File: src/sv/separable_complex_scaler_macros.svh
// Assertion macros for the block's top-level module.
`ifndef SEPARABLE_COMPLEX_SCALER_MACROS_SVH
`define SEPARABLE_COMPLEX_SCALER_MACROS_SVH
`ifndef SYNTHESIS
`define SCS_ASSERT_SAME(lbl, ante, cons) \
    lbl: assert property (@(posedge clk) disable iff (!rst_n) (ante) |-> (cons)) \
        else $error("separable_complex_scaler: assertion failed");
`define SCS_ASSERT_NEXT(lbl, ante, cons) \
    lbl: assert property (@(posedge clk) disable iff (!rst_n) (ante) |=> (cons)) \
        else $error("separable_complex_scaler: assertion failed");
`else
`define SCS_ASSERT_SAME(lbl, ante, cons)
`define SCS_ASSERT_NEXT(lbl, ante, cons)
`endif
`endif

File: src/sv/scs_pkg.sv
package scs_pkg;

    localparam int NUM_DIMS   = 3;
    localparam int MAX_EXTENT = 256;
    localparam int IDX_W      = $clog2(MAX_EXTENT);
    localparam int EXT_W      = IDX_W + 1;
    localparam int DIM_W      = 2;
    localparam int ADDR_W     = DIM_W + IDX_W;
    localparam int OFF_W      = 24;
    localparam int DATA_W     = 32;
    localparam int FAC_W      = DATA_W + 1;
    localparam int FRAC_BITS  = 27;

    localparam logic [2:0] REG_EXTENT0 = 3'd0;
    localparam logic [2:0] REG_EXTENT1 = 3'd1;
    localparam logic [2:0] REG_EXTENT2 = 3'd2;
    localparam logic [2:0] REG_STRIDE0 = 3'd3;
    localparam logic [2:0] REG_STRIDE1 = 3'd4;
    localparam logic [2:0] REG_STRIDE2 = 3'd5;
    localparam logic [2:0] REG_CONJ    = 3'd6;
    localparam logic [2:0] REG_ENABLE  = 3'd7;

    localparam logic REQ_LOAD = 1'b0;
    localparam logic REQ_DATA = 1'b1;

    typedef struct packed {
        logic [NUM_DIMS-1:0][EXT_W-1:0] extent;
        logic [NUM_DIMS-1:0][OFF_W-1:0] stride;
    } scs_geom_t;

endpackage

File: src/sv/scs_cmac.sv
module scs_cmac
(
    input  logic                                clk,
    input  logic                                rst_n,
    input  logic                                start,
    input  logic signed [scs_pkg::FAC_W-1:0]    a_re,
    input  logic signed [scs_pkg::FAC_W-1:0]    a_im,
    input  logic signed [scs_pkg::DATA_W-1:0]   b_re,
    input  logic signed [scs_pkg::DATA_W-1:0]   b_im,
    output logic                                busy,
    output logic                                done,
    output logic signed [scs_pkg::DATA_W-1:0]   res_re,
    output logic signed [scs_pkg::DATA_W-1:0]   res_im,
    output logic                                clip
);

    localparam int PROD_W = scs_pkg::FAC_W + scs_pkg::DATA_W;
    localparam int ACC_W  = PROD_W + 2;
    localparam int Q_W    = ACC_W - scs_pkg::FRAC_BITS;

    logic                                 busy_reg;
    logic                                 done_reg;
    logic [2:0]                           step_reg;
    logic signed [scs_pkg::FAC_W-1:0]     a_re_reg;
    logic signed [scs_pkg::FAC_W-1:0]     a_im_reg;
    logic signed [scs_pkg::DATA_W-1:0]    b_re_reg;
    logic signed [scs_pkg::DATA_W-1:0]    b_im_reg;
    logic signed [PROD_W-1:0]             prod_reg;
    logic signed [ACC_W-1:0]              acc_re_reg;
    logic signed [ACC_W-1:0]              acc_im_reg;
    logic signed [scs_pkg::DATA_W-1:0]    res_re_reg;
    logic signed [scs_pkg::DATA_W-1:0]    res_im_reg;
    logic                                 clip_reg;

    logic signed [scs_pkg::FAC_W-1:0]     mul_a;
    logic signed [scs_pkg::DATA_W-1:0]    mul_b;
    logic signed [ACC_W-1:0]              prod_ext;
    logic signed [ACC_W-1:0]              half;
    logic signed [ACC_W-1:0]              rnd_re;
    logic signed [ACC_W-1:0]              rnd_im;
    logic signed [Q_W-1:0]                q_re;
    logic signed [Q_W-1:0]                q_im;
    logic                                 ovf_re;
    logic                                 ovf_im;
    logic signed [scs_pkg::DATA_W-1:0]    sat_re;
    logic signed [scs_pkg::DATA_W-1:0]    sat_im;

    always_comb
    begin
        case (step_reg[1:0])
            2'd0:
            begin
                mul_a = a_re_reg;
                mul_b = b_re_reg;
            end
            2'd1:
            begin
                mul_a = a_im_reg;
                mul_b = b_im_reg;
            end
            2'd2:
            begin
                mul_a = a_re_reg;
                mul_b = b_im_reg;
            end
            default:
            begin
                mul_a = a_im_reg;
                mul_b = b_re_reg;
            end
        endcase
    end

    assign prod_ext = ACC_W'(prod_reg);
    assign half     = ACC_W'(1) <<< (scs_pkg::FRAC_BITS - 1);
    assign rnd_re   = acc_re_reg + half;
    assign rnd_im   = acc_im_reg + half;
    assign q_re     = Q_W'(rnd_re >>> scs_pkg::FRAC_BITS);
    assign q_im     = Q_W'(rnd_im >>> scs_pkg::FRAC_BITS);
    assign ovf_re   = (q_re[Q_W-1:scs_pkg::DATA_W-1] != '0)
                   && (q_re[Q_W-1:scs_pkg::DATA_W-1] != '1);
    assign ovf_im   = (q_im[Q_W-1:scs_pkg::DATA_W-1] != '0)
                   && (q_im[Q_W-1:scs_pkg::DATA_W-1] != '1);
    assign sat_re   = !ovf_re ? q_re[scs_pkg::DATA_W-1:0]
                    : (q_re[Q_W-1] ? {1'b1, {(scs_pkg::DATA_W-1){1'b0}}}
                                   : {1'b0, {(scs_pkg::DATA_W-1){1'b1}}});
    assign sat_im   = !ovf_im ? q_im[scs_pkg::DATA_W-1:0]
                    : (q_im[Q_W-1] ? {1'b1, {(scs_pkg::DATA_W-1){1'b0}}}
                                   : {1'b0, {(scs_pkg::DATA_W-1){1'b1}}});

    always_ff @(posedge clk or negedge rst_n)
    begin
        if (!rst_n)
        begin
            busy_reg <= 1'b0;
            done_reg <= 1'b0;
            step_reg <= '0;
        end
        else
        begin
            done_reg <= 1'b0;
            if (start)
            begin
                busy_reg <= 1'b1;
                step_reg <= '0;
            end
            else if (busy_reg)
            begin
                if (step_reg == 3'd5)
                begin
                    busy_reg <= 1'b0;
                    done_reg <= 1'b1;
                end
                else
                begin
                    step_reg <= step_reg + 3'd1;
                end
            end
        end
    end

    always_ff @(posedge clk)
    begin
        if (start)
        begin
            a_re_reg   <= a_re;
            a_im_reg   <= a_im;
            b_re_reg   <= b_re;
            b_im_reg   <= b_im;
            acc_re_reg <= '0;
            acc_im_reg <= '0;
        end
        else if (busy_reg)
        begin
            if (step_reg < 3'd4)
            begin
                prod_reg <= mul_a * mul_b;
            end
            case (step_reg)
                3'd1:    acc_re_reg <= acc_re_reg + prod_ext;
                3'd2:    acc_re_reg <= acc_re_reg - prod_ext;
                3'd3:    acc_im_reg <= acc_im_reg + prod_ext;
                3'd4:    acc_im_reg <= acc_im_reg + prod_ext;
                3'd5:
                begin
                    res_re_reg <= sat_re;
                    res_im_reg <= sat_im;
                    clip_reg   <= ovf_re || ovf_im;
                end
                default: ;
            endcase
        end
    end

    assign busy   = busy_reg;
    assign done   = done_reg;
    assign res_re = res_re_reg;
    assign res_im = res_im_reg;
    assign clip   = clip_reg;

endmodule

File: config.mk
export PLATFORM = sky130hd
export DESIGN_NAME = scs_cmac
export DESIGN_NICKNAME = d
export VERILOG_FILES = /design/src/sv/separable_complex_scaler_macros.svh /design/src/sv/scs_pkg.sv /design/src/sv/scs_cmac.sv
export SDC_FILE = /design/constraint.sdc
export NUM_CORES = 2
export LEC_CHECK = 0
export BUFFER_PORTS_ARGS = -buffer_cell sky130_fd_sc_hd__buf_2
export CAP_MARGIN = 20
export CORE_ASPECT_RATIO = 1.2
export CORE_MARGIN = 8
export CORE_UTILIZATION = 44
export CTS_CLUSTER_SIZE = 30
export DETAILED_ROUTE_END_ITERATION = 10
export GPL_ROUTABILITY_DRIVEN = 0
export PLACE_DENSITY_LB_ADDON = 0.12
export SYNTH_ARGS = -nofsm -noshare
export SYNTH_HDL_FRONTEND = slang
export SYNTH_SLANG_ARGS = --single-unit
export TNS_END_PERCENT = 10
File: constraint.sdc
create_clock -name clk -period 8.73 [get_ports clk]
set_input_delay 0.4365 -clock clk [delete_from_list [all_inputs] [get_ports clk]]
set_output_delay 0.4365 -clock clk [all_outputs]
set_load 0.05 [all_outputs]
==> metrics.md <==
| Metric | Value |
|---|---|
| Status | `finished, violations left` |
| Failing checks | `setup timing` |
| Grt ovf | `0` |
| CORE AREA | `135600 µm²` |
| Min-delay worst type | `input pin to flip-flop` |
| Vias per Instance | `5.277` |
| Number of synthesized flops with an enable pin | `260` |
| CTS max path bufs | `3` |
| Synth async-reset ratio | `1.253%` |
| Seq cells post-synth | `399` |
| Largest family of logic cells by synthesized area | `adder cells` |
| Largest net degree at the start of global routing | `80` |
| Placed inst area | `67040 µm²` |
| Port buffer count | `199` |
| Synth Instances | `6501` |
| Synth area leaders | `fa_1 (37%), edfxtp_1 (13%), ha_1 (6.8%)` |
| Max Cap Viol | `0` |
| Final non-filler cell total | `8998` |
| Uppermost routed layer | `met4` |
| Slew HR | `32.51%` |
| Required @ worst endpoint | `9.13 ns` |
| Netlist Area Pre-Place | `60050 µm²` |
| Crit-path max cell delay | `0.58 ns` |
| Initial DRC Count | `3370` |
| Tot GR Track Use | `25.37%` |
| Chip height | `420.7 µm` |
| TritonCTS Buffers | `47` |
| DR vias | `47.49k` |
| Fillers | `12.41k` |
| Final Net Count | `8732` |
| Seq. cell area | `10620 µm²` |
| Met3 WL | `12.73 mm` |
| Post-Route Skew | `0.04743 ns` |
| Crit path arrival time | `9.23 ns` |
| First-pass GRT wire length | `294.7 mm` |
| Syn avg cell area | `9.236 µm²` |
| Initial antenna violation count | `0` |
| Clk Latency, worst-skew pair | `0.65 ns` |
| Design area | `71390 µm²` |
| Predominant post-synthesis flop cell | `edfxtp_1` |
| Cell mode on critical path | `fa_1` |
| Fin crit period | `8.826 ns` |
| Leading area contributor after synthesis | `fa_1` |
| Post-Syn Nets | `8073` |
| Die area | `148600 µm²` |
| CTS root buf | `clkbuf_16` |
| Unrepaired setup endpoints after global routing | `yes` |
| Layout area overhead | `18.89%` |
| Place WS | `-0.6351 ns` |
| Final Hold Fails | `0` |
| CTS clk-pin slew, worst paths | `0.06 ns` |
| Ant. Diodes | `0` |
| Multiplexer area fraction after synthesis | `2.317%` |
| Final WL | `188.6 mm` |
| Compound-Gate Fraction of Synth Area | `9.137%` |
| Met2 wire len | `88.12 mm` |
| Drc violations | `0` |
| Fin crit share | `101.1%` |
| Startpoint type of the worst setup path | `flip-flop` |
| Worst slew pin tran | `1.010 ns` |
| Rows | `148` |
| CTS tree | `done` |
| Pre-antenna DRT Iters | `5` |
| Worst setup EP type | `flip-flop` |
| Fin. max-slew vios | `0` |
| Avg WL per Cell | `20.96 µm` |
| Synth Area in Simple Gates | `13.81%` |
| Layout cells sized above 1 | `14.95%` |
| Adder-cell share of the synthesized area | `43.91%` |
| Synthesis Warnings | `0` |
| IO Count | `200` |
| Initial Utilization | `44.30%` |
| Multi-input combinational cell area | `45240 µm²` |
| CTS H-tree lvls | `2` |
| # placed instances | `8717` |
| Antenna Nets Post-Route | `0` |
| Crit Path Max Fanout | `8` |
| Synth top area share | `37.14%` |
| Sequential area share after synthesis | `17.68%` |
| Clock sinks | `399` |
| Count leader, synth | `fa_1` |
| Final worst slack | `-0.09625 ns` |
| Setup violations, final | `6` |
| Distinct cells, synth | `83` |
| Synth top cells by count | `fa_1 (1114), inv_1 (1064), nand2_1 (868)` |
| WS Path Type | `flip-flop to flip-flop` |
| Die width | `353.2 µm` |
| Crit-path slowest cell | `fa_2` |
| Wire length on met1 | `79.01 mm` |
| Fmax achieved | `113.3 MHz` |
| Detail Placement HPWL | `158.2 mm` |
| Vias in the first global route | `50.59k` |
| Synth Area in XOR/XNOR | `4.653%` |
## repair_timing
action / 4_1_cts / 5_1_grt
gates cloned: 3 / 0
endpoints found under the hold margin: 134 / 0
setup endpoints to repair: 19 / 22
setup buffers: 57 / 4
hold buffers: 130 / 0
resized for setup: 129 / 44
pin swaps: 86 / 23
## per-layer routing
layer,GRT usage (%),up-vias
li1,-,21866
met1,32.72,23595
met2,42.82,1618
met3,4.389,406
met4,9.615,0
met5,0,-
## final timing paths
path,start,end,cells after the start,slack [ns]
min in group asynchronous,rst_n,done,2,0.21
max in group asynchronous,rst_n,step_reg[1],2,8.31
max,step_reg[1],prod_reg[62],30,-0.1
max reg2reg,step_reg[1],prod_reg[62],30,-0.1
min reg2reg,acc_im_reg[4],acc_im_reg[4],2,0.45
min,b_re[16],b_re_reg[16],1,0.06
## cell families after synthesis
family	after synthesis
muxes	131
AOI/OAI and AO/OA	897
DFF	399
adders and majority gates	1439
buffers and inverters	1357
and+or+nand+nor	1959
xor gates and xnor gates	319
## cell type report
class                   instances  area share [%]
clock buffers                  53           1.679
repair buffers                902           10.76
well taps                    1800           3.155
multi-input cells            4745           63.38
flip-flops and latches        399           14.87
inverters                    1065           5.600
clock inverters                34          0.5556
## metrics by stage
stage | util (%) | hold slack [ns] | TNS [ns]
5_1_grt | 52.67 | 0.01466 | -4.278
3_3_place_gp | 49.46 | 0.3032 | -4.423
4_1_cts | 52.51 | 0.01339 | -0.1821
6_report | 52.67 | 0.05640 | -0.3922
2_1_floorplan | - | 0.1409 | 0
3_5_place_dp | 49.46 | 0.3074 | -5.911
## critical path, delay by kind of cell (launching register included)
kind | cells | cell delay [ns]
compound gates | 9 | 1.87
simple gates | 3 | 0.44
flops | 1 | 0.41
buf+inv | 7 | 1.09
mux | 1 | 0.35
fa+ha+maj | 10 | 4.39
## cells in the final DEF (no fill, tap or decap), types with 14 or more instances in the layout
master         instances
a211oi_1              31
a21o_1               143
a21oi_1              323
a31oi_1               30
and2_1                16
and3_1                33
buf_12                69
buf_2                198
buf_4                474
buf_6                 20
clkbuf_16             47
dfxtp_1              134
dlygate4sd3_1        130
edfxtp_1             260
fa_1                1085
fa_2                  29
ha_1                 315
inv_1               1060
mux2_2                40
mux2_4                22
mux2i_1               21
mux2i_2               23
mux2i_4               23
nand2_1              865
nand2b_1              32
nand3_1               59
nand4_1               56
nor2_1               717
nor2b_1               29
nor3_1                32
nor4_1                19
o211ai_1              20
o21a_1                14
o21ai_0              178
o21bai_1              25
o31ai_1               16
or3_1                 14
xnor2_1              180
xor2_1               139
Power is not shown: default switching activity piles up to over one toggle a cycle in this logic, so the estimate is an artifact.
