`config.mk`:
```
export PLATFORM = sky130hd
export DESIGN_NAME = scs_index
export DESIGN_NICKNAME = d
export VERILOG_FILES = /design/src/sv/separable_complex_scaler_macros.svh /design/src/sv/scs_pkg.sv /design/src/sv/scs_index.sv
export SDC_FILE = /design/constraint.sdc
export NUM_CORES = 1
export LEC_CHECK = 0
export CORE_ASPECT_RATIO = 0.6
export CORE_MARGIN = 1
export CORE_UTILIZATION = 58
export DETAILED_ROUTE_END_ITERATION = 7
export DONT_BUFFER_PORTS = 1
export PLACE_DENSITY = 0.78
export SYNTH_ARGS = -nofsm -noshare
export SYNTH_HDL_FRONTEND = slang
export SYNTH_SLANG_ARGS = --single-unit
```
`constraint.sdc`:
```
create_clock -name clk -period 17.7 [get_ports clk]
set_input_delay 1.77 -clock clk [delete_from_list [all_inputs] [get_ports clk]]
set_output_delay 1.77 -clock clk [all_outputs]
set_load 0.1 [all_outputs]
```
`src/sv/separable_complex_scaler_macros.svh`:
```
// Assertion macros for the block's top-level module.
`ifndef SEPARABLE_COMPLEX_SCALER_MACROS_SVH
`define SEPARABLE_COMPLEX_SCALER_MACROS_SVH
`ifndef SYNTHESIS
`define SCS_ASSERT_SAME(lbl, ante, cons) \
    lbl: assert property (@(posedge clk) disable iff (!rst_n) (ante) |-> (cons)) \
        else $error("separable_complex_scaler: assertion failed");
`define SCS_ASSERT_NEXT(lbl, ante, cons) \
    lbl: assert property (@(posedge clk) disable iff (!rst_n) (ante) |=> (cons)) \
        else $error("separable_complex_scaler: assertion failed");
`else
`define SCS_ASSERT_SAME(lbl, ante, cons)
`define SCS_ASSERT_NEXT(lbl, ante, cons)
`endif
`endif

```
`src/sv/scs_pkg.sv`:
```
package scs_pkg;

    localparam int NUM_DIMS   = 3;
    localparam int MAX_EXTENT = 256;
    localparam int IDX_W      = $clog2(MAX_EXTENT);
    localparam int EXT_W      = IDX_W + 1;
    localparam int DIM_W      = 2;
    localparam int ADDR_W     = DIM_W + IDX_W;
    localparam int OFF_W      = 24;
    localparam int DATA_W     = 32;
    localparam int FAC_W      = DATA_W + 1;
    localparam int FRAC_BITS  = 27;

    localparam logic [2:0] REG_EXTENT0 = 3'd0;
    localparam logic [2:0] REG_EXTENT1 = 3'd1;
    localparam logic [2:0] REG_EXTENT2 = 3'd2;
    localparam logic [2:0] REG_STRIDE0 = 3'd3;
    localparam logic [2:0] REG_STRIDE1 = 3'd4;
    localparam logic [2:0] REG_STRIDE2 = 3'd5;
    localparam logic [2:0] REG_CONJ    = 3'd6;
    localparam logic [2:0] REG_ENABLE  = 3'd7;

    localparam logic REQ_LOAD = 1'b0;
    localparam logic REQ_DATA = 1'b1;

    typedef struct packed {
        logic [NUM_DIMS-1:0][EXT_W-1:0] extent;
        logic [NUM_DIMS-1:0][OFF_W-1:0] stride;
    } scs_geom_t;

endpackage

```
`src/sv/scs_index.sv`:
```
module scs_index
(
    input  logic                                            clk,
    input  logic                                            rst_n,
    input  logic                                            start,
    input  logic                                            restart,
    input  scs_pkg::scs_geom_t                              geom,
    output logic [scs_pkg::NUM_DIMS-1:0][scs_pkg::IDX_W-1:0] pos,
    output logic [scs_pkg::OFF_W-1:0]                       offset,
    output logic                                            last
);

    logic [scs_pkg::NUM_DIMS-1:0][scs_pkg::IDX_W-1:0] cnt_reg;
    logic [scs_pkg::NUM_DIMS-1:0][scs_pkg::IDX_W-1:0] cnt_next;
    logic [scs_pkg::NUM_DIMS-1:0][scs_pkg::IDX_W-1:0] pos_reg;
    logic [scs_pkg::NUM_DIMS-1:0][scs_pkg::IDX_W-1:0] pos_next;
    logic [scs_pkg::OFF_W-1:0]                        offset_reg;
    logic [scs_pkg::OFF_W-1:0]                        offset_next;
    logic                                             last_reg;
    logic                                             last_next;

    logic [scs_pkg::NUM_DIMS-1:0][scs_pkg::EXT_W-1:0] eff;
    logic [scs_pkg::NUM_DIMS-1:0][scs_pkg::IDX_W-1:0] cnt_eff;
    logic [scs_pkg::NUM_DIMS-1:0][scs_pkg::EXT_W-1:0] inc;
    logic [scs_pkg::NUM_DIMS-1:0]                     has_room;
    logic [scs_pkg::NUM_DIMS:0]                       carry;

    always_comb
    begin
        offset_next = '0;
        last_next   = 1'b1;
        carry[scs_pkg::NUM_DIMS] = 1'b1;
        for (int d = 0; d < scs_pkg::NUM_DIMS; d++)
        begin
            if (geom.extent[d] == '0)
            begin
                eff[d] = scs_pkg::EXT_W'(1);
            end
            else if (geom.extent[d] > scs_pkg::EXT_W'(scs_pkg::MAX_EXTENT))
            begin
                eff[d] = scs_pkg::EXT_W'(scs_pkg::MAX_EXTENT);
            end
            else
            begin
                eff[d] = geom.extent[d];
            end
            cnt_eff[d] = restart ? '0 : cnt_reg[d];
            if ({1'b0, cnt_eff[d]} >= eff[d])
            begin
                pos_next[d] = scs_pkg::IDX_W'(eff[d] - scs_pkg::EXT_W'(1));
            end
            else
            begin
                pos_next[d] = cnt_eff[d];
            end
            inc[d]      = {1'b0, pos_next[d]} + scs_pkg::EXT_W'(1);
            has_room[d] = inc[d] < eff[d];
            if (has_room[d])
            begin
                last_next = 1'b0;
            end
            offset_next = offset_next
                        + scs_pkg::OFF_W'(pos_next[d] * geom.stride[d]);
        end
        for (int d = scs_pkg::NUM_DIMS - 1; d >= 0; d--)
        begin
            if (carry[d+1])
            begin
                cnt_next[d] = has_room[d] ? inc[d][scs_pkg::IDX_W-1:0] : '0;
            end
            else
            begin
                cnt_next[d] = cnt_eff[d];
            end
            carry[d] = carry[d+1] && !has_room[d];
        end
    end

    always_ff @(posedge clk or negedge rst_n)
    begin
        if (!rst_n)
        begin
            cnt_reg <= '0;
        end
        else if (start)
        begin
            cnt_reg <= cnt_next;
        end
    end

    always_ff @(posedge clk)
    begin
        if (start)
        begin
            pos_reg    <= pos_next;
            offset_reg <= offset_next;
            last_reg   <= last_next;
        end
    end

    assign pos    = pos_reg;
    assign offset = offset_reg;
    assign last   = last_reg;

endmodule

```
==> impl_metrics.csv, run 1 <==
group,metric,value,unit
clock_network,clkSlewWorstSetupHoldPaths,0.07,ns
synthesis,synth-main-ff-cell,"edfxtp_1",
clock_network,cts_root_buffer,"clkbuf_16",
clock_network,insertion_delay,0.38,ns
die,dieWidth,236,um
layout,post_route_cells_drive_above_1_share,0.0310,
critical_path,cp_data_required_time,17.83,ns
timing,timing_hold_violations_final,0,
die,die_area,33600,um^2
drt,via_count,14000,
synthesis,gate_count_after_technology_mapping,2018,
place,port_buffers,0,
clock_network,cts_max_path_buffers,2,
global_route,number_of_antenna_violations_at_the_first_check_in_global_routing,0,
clock_network,postCtsHoldBufs,0,
critical_path,setup.worst_path.start,"geom[74]",
drt,route.antenna.remaining_nets,0,
critical_path,setup.reg_to_reg.worst_slack,7.46,ns
global_route,grt_overflow_total,0,
clock_network,cts-htree-levels,3,
drt,route.detailed.vias_per_inst,5.80,
clock_network,post_cts_resize_count,0,
layout,area_growth,4.14,%
worst_hold_path,min-delay-start,"cnt_reg[0]",
synthesis,synth_commonest_cells,"inv_1 (426), fa_1 (404), nand2_1 (278), and2_1 (245), ha_1 (120)",
synthesis,complex_gate_fraction_of_the_synthesized_area,0.0587,
die,initial_utilization,0.600,
timing,finalSetupViolations,0,
critical_path,critical_path_top_delay_cell,"a21oi_1",
global_route,grt_pass1_vias,15400,
critical_path,crit_path_max_incr_delay,0.65,ns
synthesis,seq_cells_post_synth,73,
flow_run,max_cap_viol_count,0,
timing,report.final.slew_viol_count,0,
timing,clock_skew,0.0146,ns
drt,drt-wirelength-per-cell,21.7,um
synthesis,synth_top_cell_by_area,"fa_1",
clock_network,cts_sinks,73,
synthesis,synth_enable_flop_cells,49,
die,placement_rows,50,
synthesis,synthesis.area,19000,um^2
timing,slew-limit-headroom,0.254,
timing,maximum_clock_rate,85.1,MHz
synthesis,post-synth-top-count-cell,"inv_1",
layout,finalCoreUtilization,0.625,
drt,drtPass1Iterations,6,
drt,finalWirelength,52300,um
place,dp_area,19500,um^2
layout,layoutNonFillerInstCount,2414,
power,leakage,9.50,nW
synthesis,ys.warnings.count,0,
synthesis,syn-num-nets,2645,
power,power.density,184,nW/um^2
timing,finalWorstPathRequiredPeriod,11.75,ns
synthesis,synth_xor_xnor_area_share,0.0408,
clock_network,cts_buffers,9,
synthesis,yosys-mux-area-fraction,0.00822,
synthesis,yosysSeqAreaShare,0.109,
place,hpwl,43000,um
layout,total_area_of_sequential_cells,2070,um^2
worst_hold_path,holdCritPathClass,"flop to flop",
place,placed_cells_incl_taps,2397,
synthesis,yosysTopAreaCellShare,0.425,
synthesis,synth.top_cells.by_area,"fa_1 (43%), inv_1 (8.4%), and2_1 (8.1%), ha_1 (7.9%), edfxtp_1 (7.7%)",
die,die_ht,142,um
global_route,wire_length_of_the_first_global_routing_pass,85600,um
critical_path,critPathCaptureType,"flop",
die,core_region_area,31700,um^2
timing,final_min_period_over_clock_period,0.664,
place,gp_routability_congestion,0.957,
synthesis,post_synthesis_share_of_cell_area_spent_on_full_adders_half_adders_and_majority_gates,0.504,
layout,finalInstanceArea,19800,um^2
synthesis,ys_types,72,
timing,grt_setup_unrepaired,"no",
layout,fin_nets,2619,
clock_network,cts_tree,"done",
critical_path,critical_path_class,"primary input to flop",
critical_path,worst_ep_arrival_time,11.87,ns
timing,tightest_slew,1.12,ns
power,irDropWorstVdd,0.162,mV
status,run_status,"finished clean",
synthesis,fraction_of_the_mapped_netlist_area_in_simple_logic_gates,0.184,
drt,drtIter0Drc,1248,
critical_path,setup.worst_path.start_class,"primary input",
timing,fin_hold_ws,0.490,ns
critical_path,critical-path-top-cell-by-count,"fa_1",
synthesis,dominant_combinational_cell_family_by_area_after_synthesis,"adder cells",
synthesis,async_reset_ff_frac,0.329,
critical_path,crit_path_max_fanout,27,
synthesis,synth.avg_cell_area,9.43,um^2
drt,drc_errors,0,
timing,final.setup.tns,0,ns
critical_path,timing.rr.start,"cnt_reg[0]",
clock_network,number_of_buffers_inserted_by_post_cts_setup_repair,0,
global_route,globalRouteTotalUtil,0.339,
global_route,grt_max_degree,70,
layout,fill_cells,2581,
layout,multi_input_area,15200,um^2
die,design.portCount,152,
==> critical path: cells and delay by family <==
kind / cells / cell delay (ns)
AND/OR/NAND/NOR: 8 / 2.31
XOR/XNOR: 1 / 0.15
adder cells (fa/ha/maj): 9 / 4.14
AO/OA/AOI/OAI: 11 / 3.27
buffers and inverters: 4 / 0.21
==> per-stage QoR <==
stage / total power [mW] / setup slack [ns]
floorplan: 2.73 / 7.50
global placement: 3.29 / 5.95
detailed placement: 3.41 / 5.69
CTS: 3.64 / 6.08
global route: 4.05 / 5.48
finish: 3.65 / 5.95
==> final timing paths <==
| path | endpoint | cells after the start |
|---|---|---|
| max in group asynchronous | cnt_reg[2] | 0 |
| min in group asynchronous | cnt_reg[23] | 0 |
| hold / removal | cnt_reg[0] | 1 |
| setup reg to reg | offset[23] | 32 |
| hold reg to reg | cnt_reg[0] | 1 |
| setup / recovery | offset[23] | 33 |
==> area by class of cell <==
type | instances | area share
Inverter | 428 | 0.0811
Antenna cell | 1 | 0.000126
Multi-Input combinational cell | 1463 | 0.766
Timing Repair Buffer | 17 | 0.00644
Sequential cell | 73 | 0.105
Clock inverter | 4 | 0.00158
Tap cell | 416 | 0.0263
Clock buffer | 12 | 0.0140
==> logic make-up after synthesis <==
| group | Yosys count |
|---|---|
| and+or+nand+nor | 690 |
| DFF | 73 |
| AOI/OAI and AO/OA | 159 |
| muxes | 14 |
| buffers and inverters | 482 |
| adders and majority gates | 524 |
| xor gates and xnor gates | 76 |
==> routing by layer <==
metal / vias up / GRT usage / part of all wire
li1: 6065 / - / -
met1: 7115 / 0.477 / 0.42
met2: 744 / 0.512 / 0.43
met3: 75 / 0.110 / 0.12
met4: 0 / 0.0805 / 0.020
met5: - / 0 / 0
==> where the power goes <==
group / internal, mW / total [mW] / switching, mW
Clock: 0.112 / 0.205 / 0.0929
Sequential: 0.333 / 0.609 / 0.276
Combinational: 1.22 / 2.83 / 1.61
==> cells in the final DEF, fill, tap and decap left out, drive strengths merged, types with 19 or more instances in the layout <==
cell and instances:
nor2 49, xnor2 50, nand3 25, fa 404, ha 120, and2 245
edfxtp 49, inv 430, o21ai 42, nand2 278, nor2b 30, dfrtp 24
a21o 19
No activity file was read; power rests on OpenSTA's default activity.
==> inputs of run 2 (changes only) <==
==> constraint.sdc (replaced) <==
create_clock -name clk -period 11.5 [get_ports clk]
set_input_delay 1.15 -clock clk [delete_from_list [all_inputs] [get_ports clk]]
set_output_delay 1.15 -clock clk [all_outputs]
set_load 0.1 [all_outputs]
==> run 2 against run 1 <==
Hold slack got worse by 0.040 ns. Total power increased by 55%. Critical path depth unchanged. Clock power increased by 60%. Register-to-register slack got worse by 5.4 ns. Largest power group unchanged. Final area increased by 0.32%.
==> impl_metrics.csv, run 2 (same netlist as run 1, synthesis figures left out) <==
group,metric,value,unit
timing,final_critical_path_setup_slack,1.10,ns
place,hpwl,45000,um
drt,drt-wirelength-per-cell,22.6,um
layout,multi_input_area,15200,um^2
place,place_ws,0.841,ns
global_route,number_of_antenna_violations_at_the_first_check_in_global_routing,1,
clock_network,cts_tree,"done",
layout,post_route_cells_drive_above_1_share,0.0349,
global_route,grt_max_degree,70,
layout,area_growth,4.48,%
die,die_area,33600,um^2
die,core_region_area,31700,um^2
clock_network,cts_max_path_buffers,2,
power,irDropWorstVdd,0.233,mV
layout,total_area_of_sequential_cells,2070,um^2
drt,drtIter0Drc,1178,
die,initial_utilization,0.600,
clock_network,cts_root_buffer,"clkbuf_16",
critical_path,worst_reg2reg_path_depth,33,
status,run_status,"finished clean",
place,gp_routability_congestion,0.921,
timing,report.final.slew_viol_count,0,
critical_path,critical-path-top-cell-by-count,"fa_1",
place,port_buffers,0,
clock_network,number_of_buffers_inserted_by_post_cts_setup_repair,0,
power,leakage,9.55,nW
timing,final.setup.tns,0,ns
timing,finalWorstPathRequiredPeriod,10.40,ns
critical_path,timing.rr.start,"cnt_reg[0]",
layout,finalCoreUtilization,0.627,
layout,layout_commonest_cell,"inv_1",
timing,timing_hold_violations_final,0,
clock_network,cts_buffers,9,
power,total_power,5.64,mW
global_route,grt_pass1_vias,15500,
die,dieWidth,236,um
global_route,globalRouteTotalUtil,0.351,
drt,via_count,14300,
die,design.portCount,152,
global_route,grt_overflow_total,0,
timing,grt_setup_unrepaired,"no",
timing,final_min_period_over_clock_period,0.904,
die,die_ht,142,um
clock_network,post_cts_resize_count,0,
drt,drtPass1Iterations,6,
timing,slew-limit-headroom,0.262,
worst_hold_path,holdCritPathClass,"primary input to asynchronous set/reset pin",
die,placement_rows,50,
layout,fin_nets,2627,
clock_network,cts-htree-levels,3,
drt,finalWirelength,54700,um
critical_path,setup.worst_path.start,"geom[94]",
critical_path,critical_path_top_delay_cell,"mux2_2",
layout,most-common-layout-cells,"inv_1 (426), fa_1 (404), nand2_1 (278)",
critical_path,worst_ep_arrival_time,10.52,ns
critical_path,setup.reg_to_reg.worst_slack,2.02,ns
critical_path,crit_path_max_incr_delay,0.64,ns
clock_network,clkSlewWorstSetupHoldPaths,0.07,ns
timing,finalSetupViolations,0,
global_route,wire_length_of_the_first_global_routing_pass,88000,um
clock_network,insertion_delay,0.39,ns
critical_path,critical_path_class,"primary input to flop",
timing,tightest_slew,1.10,ns
drt,route.antenna.remaining_nets,0,
power,power.density,284,nW/um^2
timing,maximum_clock_rate,96.2,MHz
critical_path,critPathCaptureType,"flop",
critical_path,critical_path.reg2reg.endpoint,"offset[23]",
flow_run,max_cap_viol_count,0,
timing,fin_hold_ws,0.451,ns
critical_path,setup.worst_path.start_class,"primary input",
critical_path,crit_path_max_fanout,21,
layout,fill_cells,2557,
timing,clock_skew,0.0126,ns
clock_network,cts_sinks,73,
critical_path,cp_data_required_time,11.63,ns
drt,drc_errors,0,
clock_network,postCtsHoldBufs,0,
drt,route.detailed.vias_per_inst,5.89,
-- run 2: cell types whose count changed in the layout (fill, tap and decap cells not counted) --
cell,change
clkbuf_16,-1
inv_6,+1
buf_4,+8
bufinv_16,+1
inv_4,-1
clkinvlp_4,-1
clkinv_4,+2
clkbuf_8,-1
-- run 2: metrics by stage --
stage | area, um^2 | std cells
3_5_place_dp | 19600 | 2405
3_3_place_gp | 19600 | 2405
6_report | 19900 | 2422
4_1_cts | 19900 | 2421
2_1_floorplan | 19000 | 2018
5_1_grt | 19900 | 2422
-- run 2: area by class of cell --
| cell class | instances | share of cell area |
|---|---|---|
| clock inverters | 6 | 0.00371 |
| repair buffers | 25 | 0.00944 |
| diodes | 1 | 0.000126 |
| multi-input cells | 1463 | 0.763 |
| well taps | 416 | 0.0262 |
| flip-flops and latches | 73 | 0.104 |
| inverters | 428 | 0.0808 |
| clock buffers | 10 | 0.0120 |
-- run 2: metal layers --
layer | share of wire | up-vias | track usage
li1 | - | 6079 | -
met1 | 0.41 | 7322 | 0.485
met2 | 0.43 | 749 | 0.528
met3 | 0.12 | 106 | 0.116
met4 | 0.030 | 0 | 0.110
met5 | 0 | - | 0
-- run 2: worst max-delay path, delay by kind of cell --
family / cells / cell delay (ns)
buffers and inverters: 5 / 0.46
AO/OA/AOI/OAI: 13 / 2.89
XOR/XNOR: 1 / 0.16
AND/OR/NAND/NOR: 4 / 1.18
multiplexers: 1 / 0.64
adder cells (fa/ha/maj): 9 / 4.03
-- run 2: how the worst max path moves through the flow --
stage / endpoint
3_3_place_gp: offset[23]
4_1_cts: offset[21]
3_5_place_dp: offset[21]
2_1_floorplan: offset[23]
5_1_grt: offset[20]
6_report: offset[23]
-- run 2: report_power, final --
| group | total, mW | switching [mW] | internal [mW] |
|---|---|---|---|
| Clock | 0.327 | 0.150 | 0.177 |
| Sequential | 0.937 | 0.425 | 0.512 |
| Combinational | 4.37 | 2.51 | 1.87 |
